==> config.mk <==
export PLATFORM = sky130hd
export DESIGN_NAME = nccl_fifo
export DESIGN_NICKNAME = d
export VERILOG_FILES = /design/src/normalized_cross_correlation_lags_assert.svh /design/src/nccl_pkg.sv /design/src/nccl_fifo.sv
export SDC_FILE = /design/constraint.sdc
export NUM_CORES = 1
export LEC_CHECK = 0
export ABC_AREA = 1
export BUFFER_PORTS_ARGS = -buffer_cell sky130_fd_sc_hd__buf_2
export CAP_MARGIN = 20
export CELL_PAD_IN_SITES_DETAIL_PLACEMENT = 1
export CELL_PAD_IN_SITES_GLOBAL_PLACEMENT = 1
export CORE_ASPECT_RATIO = 1.2
export CORE_MARGIN = 8
export CORE_UTILIZATION = 50
export DETAILED_ROUTE_END_ITERATION = 16
export PLACE_DENSITY_LB_ADDON = 0.1
export SLEW_MARGIN = 20
export SYNTH_ARGS = -nofsm -noshare
export SYNTH_HDL_FRONTEND = slang
export SYNTH_SLANG_ARGS = --single-unit
==> constraint.sdc <==
create_clock -name clk -period 2.29 [get_ports clk]
set_clock_uncertainty 0.15 [all_clocks]
set_input_delay 0.458 -clock clk [delete_from_list [all_inputs] [get_ports clk]]
set_output_delay 0.458 -clock clk [all_outputs]
set_load 0.02 [all_outputs]
==> src/normalized_cross_correlation_lags_assert.svh <==
// Assertion macros used by the compute engine of the normalized cross-correlation RTL.
`ifndef NORMALIZED_CROSS_CORRELATION_LAGS_ASSERT_SVH
`define NORMALIZED_CROSS_CORRELATION_LAGS_ASSERT_SVH

// Same-cycle implication, sampled on clk and disabled while rst_n is low.
`define NCCL_ASSERT_IMP(label, ante, cons, msg) \
  label: assert property (@(posedge clk) disable iff (!rst_n) (ante) |-> (cons)) \
    else $error(msg);

// Next-cycle implication, sampled on clk and disabled while rst_n is low.
`define NCCL_ASSERT_NEXT(label, ante, cons, msg) \
  label: assert property (@(posedge clk) disable iff (!rst_n) (ante) |=> (cons)) \
    else $error(msg);

`endif

==> src/nccl_pkg.sv <==
// Package with the shared types and constants of the cross-correlation block.
package nccl_pkg;

  localparam int WINDOW_MAX_DEF  = 32;
  localparam int LAG_MAX_DEF     = 63;
  localparam int STORE_DEPTH_DEF = 128;
  localparam int QUEUE_DEPTH     = 4;

  localparam int SAMPLE_W = 16;
  localparam int CORR_W   = 16;
  localparam int CFG_W    = 6;
  localparam int LAG_W    = 6;
  localparam int CFG_IDX_W = 2;

  localparam logic [CFG_W-1:0] WINDOW_LENGTH_RST = 6'd18;
  localparam logic [CFG_W-1:0] MIN_LAG_RST       = 6'd4;
  localparam logic [CFG_W-1:0] MAX_LAG_RST       = 6'd48;

  typedef enum logic [CFG_IDX_W-1:0] {
    REG_WINDOW_LENGTH = 2'd0,
    REG_MIN_LAG       = 2'd1,
    REG_MAX_LAG       = 2'd2
  } cfg_reg_t;

  // One word passed from the front end to the compute engine.
  typedef struct packed {
    logic signed [SAMPLE_W-1:0] sample;
    logic                       keep;
    logic                       frame_end;
  } cmd_t;

  typedef struct packed {
    logic [CFG_W-1:0] window_length;
    logic [CFG_W-1:0] min_lag;
    logic [CFG_W-1:0] max_lag;
  } cfg_t;

  typedef struct packed {
    logic [LAG_W-1:0]         lag;
    logic signed [CORR_W-1:0] correlation;
    logic                     zero_energy;
    logic                     last;
  } res_t;

endpackage

==> src/nccl_fifo.sv <==
// Short word queue between the front end and the compute engine.
module nccl_fifo (
  input  logic           clk,
  input  logic           rst_n,
  input  logic           push,
  input  nccl_pkg::cmd_t din,
  output logic           full,
  input  logic           pop,
  output nccl_pkg::cmd_t dout,
  output logic           not_empty
);
  import nccl_pkg::*;

  localparam int PTR_W = $clog2(QUEUE_DEPTH);
  localparam int CNT_W = $clog2(QUEUE_DEPTH + 1);

  cmd_t             mem_r [QUEUE_DEPTH];
  logic [PTR_W-1:0] wr_ptr_r;
  logic [PTR_W-1:0] rd_ptr_r;
  logic [CNT_W-1:0] count_r;

  assign full      = count_r == CNT_W'(QUEUE_DEPTH);
  assign not_empty = count_r != '0;
  assign dout      = mem_r[rd_ptr_r];

  always_ff @(posedge clk) begin
    if (push) begin
      mem_r[wr_ptr_r] <= din;
    end
  end

  always_ff @(posedge clk) begin
    if (!rst_n) begin
      wr_ptr_r <= '0;
      rd_ptr_r <= '0;
      count_r  <= '0;
    end else begin
      if (push) begin
        wr_ptr_r <= (wr_ptr_r == PTR_W'(QUEUE_DEPTH - 1)) ? '0 : wr_ptr_r + PTR_W'(1);
      end
      if (pop) begin
        rd_ptr_r <= (rd_ptr_r == PTR_W'(QUEUE_DEPTH - 1)) ? '0 : rd_ptr_r + PTR_W'(1);
      end
      if (push && !pop) begin
        count_r <= count_r + CNT_W'(1);
      end else if (pop && !push) begin
        count_r <= count_r - CNT_W'(1);
      end
    end
  end

endmodule

==> qor.txt <==
Status: completed
Fraction of layout cells with a size suffix above 1: 23.8%
Crit path max fanout: 11
Data arrival, critical path: 1.50 ns
Slowest-stage cell, CP: dfxtp_2
Post-synth top area share: 68.2%
Beginning of the worst hold path: din[12]
# H-tree levels: 3
Reg-to-Reg End: mem_r[1][0]
Setup Total Neg Slack: 0 ns
FFs w/ async S/R, synth: 0%
Crit path to: dout[0]
Type of origin of the critical path: register
CTS sink cnt: 81
Critical Path RT: 1.68 ns
Total number of yosys warnings: 0
Worst slew margin: 80.4%
Largest stage delay on the critical path: 0.44 ns
Max cap viols: 0
Hold Crit Class: in2reg
Area grow syn2layout: 14.0%
Fin crit share: 92.1%
Synthesized cell area: 0.00317 mm^2
Post-route ant nets: 0
Final #Nets: 314
First-pass GRT wire length: 10400 um
Count of different cell masters after synthesis: 19
RSZ-0062 raised after global routing: false
Final Hold Vio Count: 0
Cell taking the most area after synthesis: edfxtp_1
Fmax: 474 MHz
Initial Utilization: 52.0%
Synth Flop Type: edfxtp_1
CTS Buffer Depth: 2
Gr usage total: 15.6%
Top delay family on crit path: flip-flops
DPL Wire Length: 4370 um
Min cycle time layout: 2.11 ns
Mapped Cells: 234
Final total power: 2980 uW
TritonCTS clock tree: done
Cell row count: 31
Critical Path Sink Type: primary output
Antenna cells: 0
Setup CP Type: reg2out
DR WL/cell: 17.8 um
Post-synth EDFFs: 72
Worst IR Drop VDD: 374 uV
# IOs: 42
FF-to-FF setup slack: 0.75 ns
Fillers: 641
Hold Buf Count CTS: 0
Most frequent cell after synthesis: edfxtp_1
Levels on crit path: 4
Seq cells post-synth: 81
CTS Buf Count: 9
Grt ovf: 0
GPL Wtd Cong: 0.747
P per Cell Area: 826 mW/mm^2
Area contributors post-synth: edfxtp_1, dfxtp_1, nor2_1
Die Wd: 88.7 um
Clock latency on the worst-skew pair: 0.34 ns
R2R depth: 5
Vias in the first global route: 2050
CORE AREA: 0.00609 mm^2
Die Footprint: 0.00915 mm^2
Sequential area share after synthesis: 73.9%
Post-synth top cells: edfxtp_1, nor2_1, o21ai_0, o22ai_1, o21ai_1
Remaining DRCs: 0
Die extent in y: 103 um
Iter 0 DRT Violations: 129
Port bufs: 41
Final setup vio count: 0
Via count: 1954
Pin count of the biggest net entering global routing: 37
Number of vias per cell: 5.25
Mean Syn Cell Area: 13.5 um^2
Clk pin slew, worst setup/hold paths: 0.08 ns
CTS Root Buffer Type: clkbuf_8
Drt total wl: 6620 um
Initial antenna violation count: 0
Pre-Repair DR Iteration Count: 4
Worst hold margin: 0.174 ns
R2R Path Start: wr_ptr_r[1]
Number of buffers and inverters on the critical path: 2
Worst slew pin tran: 0.294 ns
Cell Chain, Critical Path: buf_4, o21ai_0, o22ai_1, buf_2
Syn nets: 263
Leak: 0.00137 uW
Max-slew violations: 0
## layer usage
metal  track usage (%)  vias up  wire, um
li1                  -      947         -
met1              18.1      967      2930
met2              25.8       33      3320
met3              3.40        7       260
met4              9.52        0       116
met5                 0        -         0
## worst min path at each step
stage | end | cells after the start
2_1_floorplan | wr_ptr_r[1] | 2
3_3_place_gp | wr_ptr_r[1] | 2
3_5_place_dp | count_r[2] | 3
4_1_cts | mem_r[2][12] | 1
5_1_grt | mem_r[1][1] | 1
6_report | mem_r[2][12] | 1
## metrics by stage
stage	area (um^2)	std cells	worst slack [ns]	utilization [%]
global placement	3440	356	0.417	56.5
CTS	3610	372	0.0196	59.3
floorplan	3170	234	0.631	-
detailed placement	3440	356	0.374	56.5
global route	3610	372	0.0914	59.3
finish	3610	372	0.182	59.3
## cell families after synthesis
kind of cell	share of synthesized area [%]
buffers and inverters	5.37
AOI/OAI and AO/OA	10.2
adders and majority gates	3.00
and+or+nand+nor	7.23
xor gates and xnor gates	0.277
DFF	73.9
## sequential cells by signal, indices dropped and copies added (netlist names), named ones only
signal,flops
count_r,3
mem_r,72
wr_ptr_r,2
rd_ptr_r,2
## final cells by class
type / count / area (um^2) / area share, %
inverter: 16 / 72.6 / 2.01
clock buffer: 10 / 128 / 3.53
sequential: 81 / 2340 / 64.9
tap: 82 / 103 / 2.84
clock inverter: 6 / 35.0 / 0.970
multi-input combinational: 127 / 656 / 18.2
timing repair buffer: 50 / 273 / 7.55
## where the power goes
group / internal (uW) / leakage, uW / total (uW) / switching (uW)
Clock: 386 / 0.0000818 / 880 / 494
Combinational: 127 / 0.000551 / 387 / 260
Sequential: 1680 / 0.000737 / 1710 / 34.2
Total: 2190 / 0.00137 / 2980 / 788
## what timing repair did
item | 4_1_cts | 5_1_grt
setup endpoints to repair | 1 | 12
resized for setup | 1 | 2
setup buffers | 0 | 0
## cell usage in the layout, fill, tap and decap left out, drive strengths merged
| cell | synthesis | layout |
|---|---|---|
| dfxtp | 9 | 9 |
| fa | 1 | 1 |
| edfxtp | 72 | 72 |
| nor3 | 3 | 3 |
| a21oi | 3 | 3 |
| nand2 | 9 | 9 |
| clkinvlp | 0 | 2 |
| clkbuf | 0 | 10 |
| nand4 | 1 | 1 |
| o22ai | 18 | 18 |
| o21ai | 39 | 39 |
| xor2 | 1 | 1 |
| ha | 6 | 6 |
| nor2 | 45 | 45 |
| inv | 15 | 15 |
| clkinv | 1 | 5 |
| buf | 10 | 50 |
| nand3 | 1 | 1 |
Note: power is estimated with default switching activity, not from simulation.
