===== src/normalized_cross_correlation_lags_assert.svh =====
// Assertion macros used by the compute engine of the normalized cross-correlation RTL.
`ifndef NORMALIZED_CROSS_CORRELATION_LAGS_ASSERT_SVH
`define NORMALIZED_CROSS_CORRELATION_LAGS_ASSERT_SVH

// Same-cycle implication, sampled on clk and disabled while rst_n is low.
`define NCCL_ASSERT_IMP(label, ante, cons, msg) \
  label: assert property (@(posedge clk) disable iff (!rst_n) (ante) |-> (cons)) \
    else $error(msg);

// Next-cycle implication, sampled on clk and disabled while rst_n is low.
`define NCCL_ASSERT_NEXT(label, ante, cons, msg) \
  label: assert property (@(posedge clk) disable iff (!rst_n) (ante) |=> (cons)) \
    else $error(msg);

`endif


===== src/nccl_pkg.sv =====
// Package with the shared types and constants of the cross-correlation block.
package nccl_pkg;

  localparam int WINDOW_MAX_DEF  = 32;
  localparam int LAG_MAX_DEF     = 63;
  localparam int STORE_DEPTH_DEF = 128;
  localparam int QUEUE_DEPTH     = 4;

  localparam int SAMPLE_W = 16;
  localparam int CORR_W   = 16;
  localparam int CFG_W    = 6;
  localparam int LAG_W    = 6;
  localparam int CFG_IDX_W = 2;

  localparam logic [CFG_W-1:0] WINDOW_LENGTH_RST = 6'd18;
  localparam logic [CFG_W-1:0] MIN_LAG_RST       = 6'd4;
  localparam logic [CFG_W-1:0] MAX_LAG_RST       = 6'd48;

  typedef enum logic [CFG_IDX_W-1:0] {
    REG_WINDOW_LENGTH = 2'd0,
    REG_MIN_LAG       = 2'd1,
    REG_MAX_LAG       = 2'd2
  } cfg_reg_t;

  // One word passed from the front end to the compute engine.
  typedef struct packed {
    logic signed [SAMPLE_W-1:0] sample;
    logic                       keep;
    logic                       frame_end;
  } cmd_t;

  typedef struct packed {
    logic [CFG_W-1:0] window_length;
    logic [CFG_W-1:0] min_lag;
    logic [CFG_W-1:0] max_lag;
  } cfg_t;

  typedef struct packed {
    logic [LAG_W-1:0]         lag;
    logic signed [CORR_W-1:0] correlation;
    logic                     zero_energy;
    logic                     last;
  } res_t;

endpackage


===== src/nccl_in_if.sv =====
// Input channel: one sample word with its frame end mark.
interface nccl_in_if;
  logic                                valid;
  logic                                ready;
  logic signed [nccl_pkg::SAMPLE_W-1:0] sample;
  logic                                frame_end;
  modport source(output valid, sample, frame_end, input ready);
  modport sink(input valid, sample, frame_end, output ready);
endinterface


===== src/nccl_front.sv =====
// Front end: accepts sample words, counts the frame and marks dropped samples.
module nccl_front #(
  parameter int STORE_DEPTH = nccl_pkg::STORE_DEPTH_DEF
) (
  input  logic           clk,
  input  logic           rst_n,
  nccl_in_if.sink        in_ch,
  input  logic           q_full,
  output logic           q_push,
  output nccl_pkg::cmd_t q_cmd
);
  import nccl_pkg::*;

  localparam int FILL_W = $clog2(STORE_DEPTH + 1);

  logic [FILL_W-1:0] fill_r;
  logic              keep;

  assign in_ch.ready = !q_full;
  assign q_push      = in_ch.valid && !q_full;
  // Once the store is full, further samples of the frame are dropped.
  assign keep        = fill_r < FILL_W'(STORE_DEPTH);

  assign q_cmd.sample    = in_ch.sample;
  assign q_cmd.keep      = keep;
  assign q_cmd.frame_end = in_ch.frame_end;

  always_ff @(posedge clk) begin
    if (!rst_n) begin
      fill_r <= '0;
    end else if (q_push) begin
      if (in_ch.frame_end) begin
        fill_r <= '0;
      end else if (keep) begin
        fill_r <= fill_r + FILL_W'(1);
      end
    end
  end

endmodule


===== src/flat_wrapper.sv =====
// flat-port wrapper written by rule: the top's interface ports become plain ports
module nccl_front_flat import nccl_pkg::*;
#(
  parameter int STORE_DEPTH = nccl_pkg::STORE_DEPTH_DEF
)
  (clk, rst_n, q_full, q_push, q_cmd, in_ch_valid, in_ch_sample, in_ch_frame_end, in_ch_ready);
  nccl_in_if in_ch_i ();
  input  logic clk;
  input  logic rst_n;
  input  logic q_full;
  output logic q_push;
  output nccl_pkg::cmd_t q_cmd;
  input wire logic [$bits(in_ch_i.valid)-1:0] in_ch_valid;
  input wire logic [$bits(in_ch_i.sample)-1:0] in_ch_sample;
  input wire logic [$bits(in_ch_i.frame_end)-1:0] in_ch_frame_end;
  output wire logic [$bits(in_ch_i.ready)-1:0] in_ch_ready;
  assign in_ch_i.valid = in_ch_valid;
  assign in_ch_i.sample = in_ch_sample;
  assign in_ch_i.frame_end = in_ch_frame_end;
  assign in_ch_ready = in_ch_i.ready;
  nccl_front #(.STORE_DEPTH(STORE_DEPTH)) u_core (.clk(clk), .rst_n(rst_n), .in_ch(in_ch_i), .q_full(q_full), .q_push(q_push), .q_cmd(q_cmd));
endmodule

===== config.mk =====
export PLATFORM = sky130hd
export DESIGN_NAME = nccl_front_flat
export DESIGN_NICKNAME = d
export VERILOG_FILES = /design/src/normalized_cross_correlation_lags_assert.svh /design/src/nccl_pkg.sv /design/src/nccl_in_if.sv /design/src/nccl_front.sv /design/src/flat_wrapper.sv
export SDC_FILE = /design/constraint.sdc
export NUM_CORES = 1
export LEC_CHECK = 0
export BUFFER_PORTS_ARGS = -buffer_cell sky130_fd_sc_hd__buf_2
export CORE_MARGIN = 2
export CORE_UTILIZATION = 35
export DETAILED_ROUTE_END_ITERATION = 12
export PLACE_DENSITY = 0.71
export SLEW_MARGIN = 25
export SYNTH_ARGS = -nofsm -noshare
export SYNTH_HDL_FRONTEND = slang
export SYNTH_SLANG_ARGS = --single-unit

===== constraint.sdc =====
create_clock -name clk -period 1.3 [get_ports clk]
set_input_delay 0.195 -clock clk [delete_from_list [all_inputs] [get_ports clk]]
set_output_delay 0.195 -clock clk [all_outputs]
set_load 0.05 [all_outputs]

==> metrics.csv <==
stage,metric,value,unit
clock_network,clk_pin_slew,0.06,ns
setup_path,cp-startpoint,u_core.fill_r[0],
logic_synthesis,synth_top_area_frac,0.281,
setup_path,r2r_slack,0.05,ns
global_route,grt_overflow,0,
logic_synthesis,synth-seq-cells,8,
placed_design,gp_congestion,0.743,
setup_path,crit_fanout,4,
global_route,grt_pass1_vias,403,
setup_path,rr_worst_depth,4,
clock_network,ctsLongestPathBuffers,2,
routing,firstDrtPassIters,4,
cells_and_area,nets,84,
sta,min_period,1.25,ns
global_route,antenna_found_initial,0,
routing,drt_iter0_markers,8,
setup_path,worstSetupPathType,reg2reg,
floorplan,row_count,14,
floorplan,pin_count,41,
sta,clock.fmax,803,MHz
cells_and_area,final_cell_mix,"8 x buf_2, 6 x inv_1, 6 x nand3_1, 6 x dfxtp_1, 5 x a21oi_1",
routing,drc,0,
floorplan,initial_core_util,0.374,
cells_and_area,multi_input_area,245,um^2
global_route,gr-usage-all-layers,0.116,
placed_design,dp_hpwl,664,um
cells_and_area,largest_register_ffs,8,
clock_network,clk-insertion-delay-late,0.27,ns
logic_synthesis,netlist_area,571,um^2
routing,via_per_inst,5.66,
setup_path,arrival,1.45,ns
clock_network,cts_sinks,8,
setup_path,r2r_start,u_core.fill_r[0],
cells_and_area,diodes,0,
cells_and_area,synthToLayoutAreaGrowth,-9.65,%
cells_and_area,drive_above_1_share,0.283,
placed_design,portBuffers,8,
routing,wl_per_cell,12.3,um
cells_and_area,final_cell_count_no_fill,76,
floorplan,die_h,44.4,um
cells_and_area,ff_latch_area,165,um^2
logic_synthesis,yosysWarnings,0,
hold_path,whs_endpoint,u_core.fill_r[1],
hold_path,worstHoldStart,rst_n,
cells_and_area,max_flop_register,u_core.fill_r,
setup_path,endpoint_kind,flip-flop,
status,status,"complete, no violations",
sta,hold_violations,0,
logic_synthesis,synth_area_leader_cell,dfxtp_1,
global_route,grt_max_degree,14,
sta,clock_skew,0.00378,ns
hold_path,hp-class,in2reg,
clock_network,cts_setup_buffers,0,
floorplan,die_x,44.4,um
placed_design,placedCellCount,73,
global_route,grt_pass1_wl,1.59,mm
setup_path,critPathRequiredTime,1.50,ns
hold_path,min_path_cells,2,
routing,wirelength,936,um
power,leakagePower,0.000180,uW
setup_path,startpoint_type,flip-flop,
sta,setup_viol,0,
power,total_power,509,uW
clock_network,cts_root_buf,clkbuf_4,
routing,via_count,430,
cells_and_area,filler_cell_count,151,
placed_design,dp_slack,-0.00548,ns
logic_synthesis,ys_top_cells_by_area,"dfxtp_1 28%, buf_4 24%, nand3_1 5.3%, or4_1 5.3%, a21oi_1 4.4%",
clock_network,cts_inserted_buffers,3,
floorplan,dieArea,1970,um^2
floorplan,core-area,1520,um^2
clock_network,cts_tree,built,
cells_and_area,layout_commonest_cell,buf_2,
cells_and_area,final_util,0.338,
job,cap_viol_max_count,0,
sta,slew_violations,0,
logic_synthesis,syn_inst,69,
power,powerDensity,987,nW/um^2
sta,fin_crit_sh,0.958,
sta,slew_headroom,0.758,
clock_network,h-tree-depth,1,
cells_and_area,top_regs,u_core.fill_r x8,
logic_synthesis,syn-num-nets,91,
sta,fin_ws,0.0543,ns
sta,worst_pin_slew,0.361,ns
logic_synthesis,synth_area_per_cell,8.27,um^2
logic_synthesis,synth.distinct_cells,19,
routing,antenna_left,0,
setup_path,r2r-end,u_core.fill_r[2],
power,peakVddDrop,0.000756,V
logic_synthesis,ys_seq_area_frac,0.281,
## critical path: stages (launching register included)
cell and delay (ns):
dfxtp_4 0.36, ha_4 0.13, inv_1 0.04, or4_1 0.49, a21oi_1 0.15
## synth_stat cells
| cell | instances |
|---|---|
| a21boi_0 | 1 |
| a21oi_1 | 5 |
| buf_4 | 18 |
| buf_6 | 2 |
| dfxtp_1 | 8 |
| ha_1 | 1 |
| inv_1 | 6 |
| mux2i_1 | 2 |
| nand2_1 | 3 |
| nand2b_4 | 1 |
| nand3_1 | 6 |
| nand3b_1 | 2 |
| nand4_1 | 1 |
| nor2b_1 | 1 |
| nor4_1 | 2 |
| o21ai_0 | 2 |
| o31ai_1 | 3 |
| or3_2 | 1 |
| or4_1 | 4 |
## report_power, final
group | internal (uW) | leakage, uW | total [uW] | switching, uW
Sequential | 247 | 0.0000658 | 251 | 3.32
Clock | 106 | 0.0000138 | 200 | 93.8
Combinational | 17.9 | 0.000101 | 58.3 | 40.4
Total | 371 | 0.000180 | 509 | 137
## area by class of cell
class | count | area share
inverter | 6 | 0.0437
timing repair buffer | 8 | 0.0777
tap | 16 | 0.0388
sequential | 8 | 0.320
multi-input combinational | 35 | 0.476
clock buffer | 3 | 0.0437
## layer usage
layer,vias to the layer above,global-route usage,routed length (um),part of all wire
met5,-,0,0,0
met4,0,0.0848,21,0.022
li1,209,-,-,-
met3,4,0.0612,90,0.096
met1,203,0.113,382,0.41
met2,14,0.185,442,0.47
## cell families (layout without fill, tap and decap cells)
| group | count (synthesis) | in the layout | share of synthesized area |
|---|---|---|---|
| and+or+nand+nor | 21 | 21 | 0.232 |
| adders and majority gates | 1 | 1 | 0.0219 |
| DFF | 8 | 8 | 0.281 |
| buffers and inverters | 26 | 17 | 0.316 |
| muxes | 2 | 2 | 0.0351 |
| AOI/OAI and AO/OA | 11 | 11 | 0.114 |
## repair_timing
action                                  4_1_cts  5_1_grt
resized for setup                             3        3
hold buffers                                  0        0
endpoints found under the setup margin        1        7
## per-stage QoR
stage	setup TNS, ns	instance area [um^2]	hold slack [ns]
2_1_floorplan	0	571	0.349
3_3_place_gp	0	473	0.390
4_1_cts	0	500	0.227
3_5_place_dp	-0.00548	473	0.390
5_1_grt	-0.0106	515	0.256
6_report	0	515	0.235
## worst max path at each step
stage,to,slack [ns]
2_1_floorplan,u_core.fill_r[2],0.06
3_3_place_gp,u_core.fill_r[2],0.04
3_5_place_dp,u_core.fill_r[2],-0.005
4_1_cts,u_core.fill_r[2],0.02
5_1_grt,u_core.fill_r[2],-0.01
6_report,u_core.fill_r[2],0.05
Power figures use the tool's default switching activity.
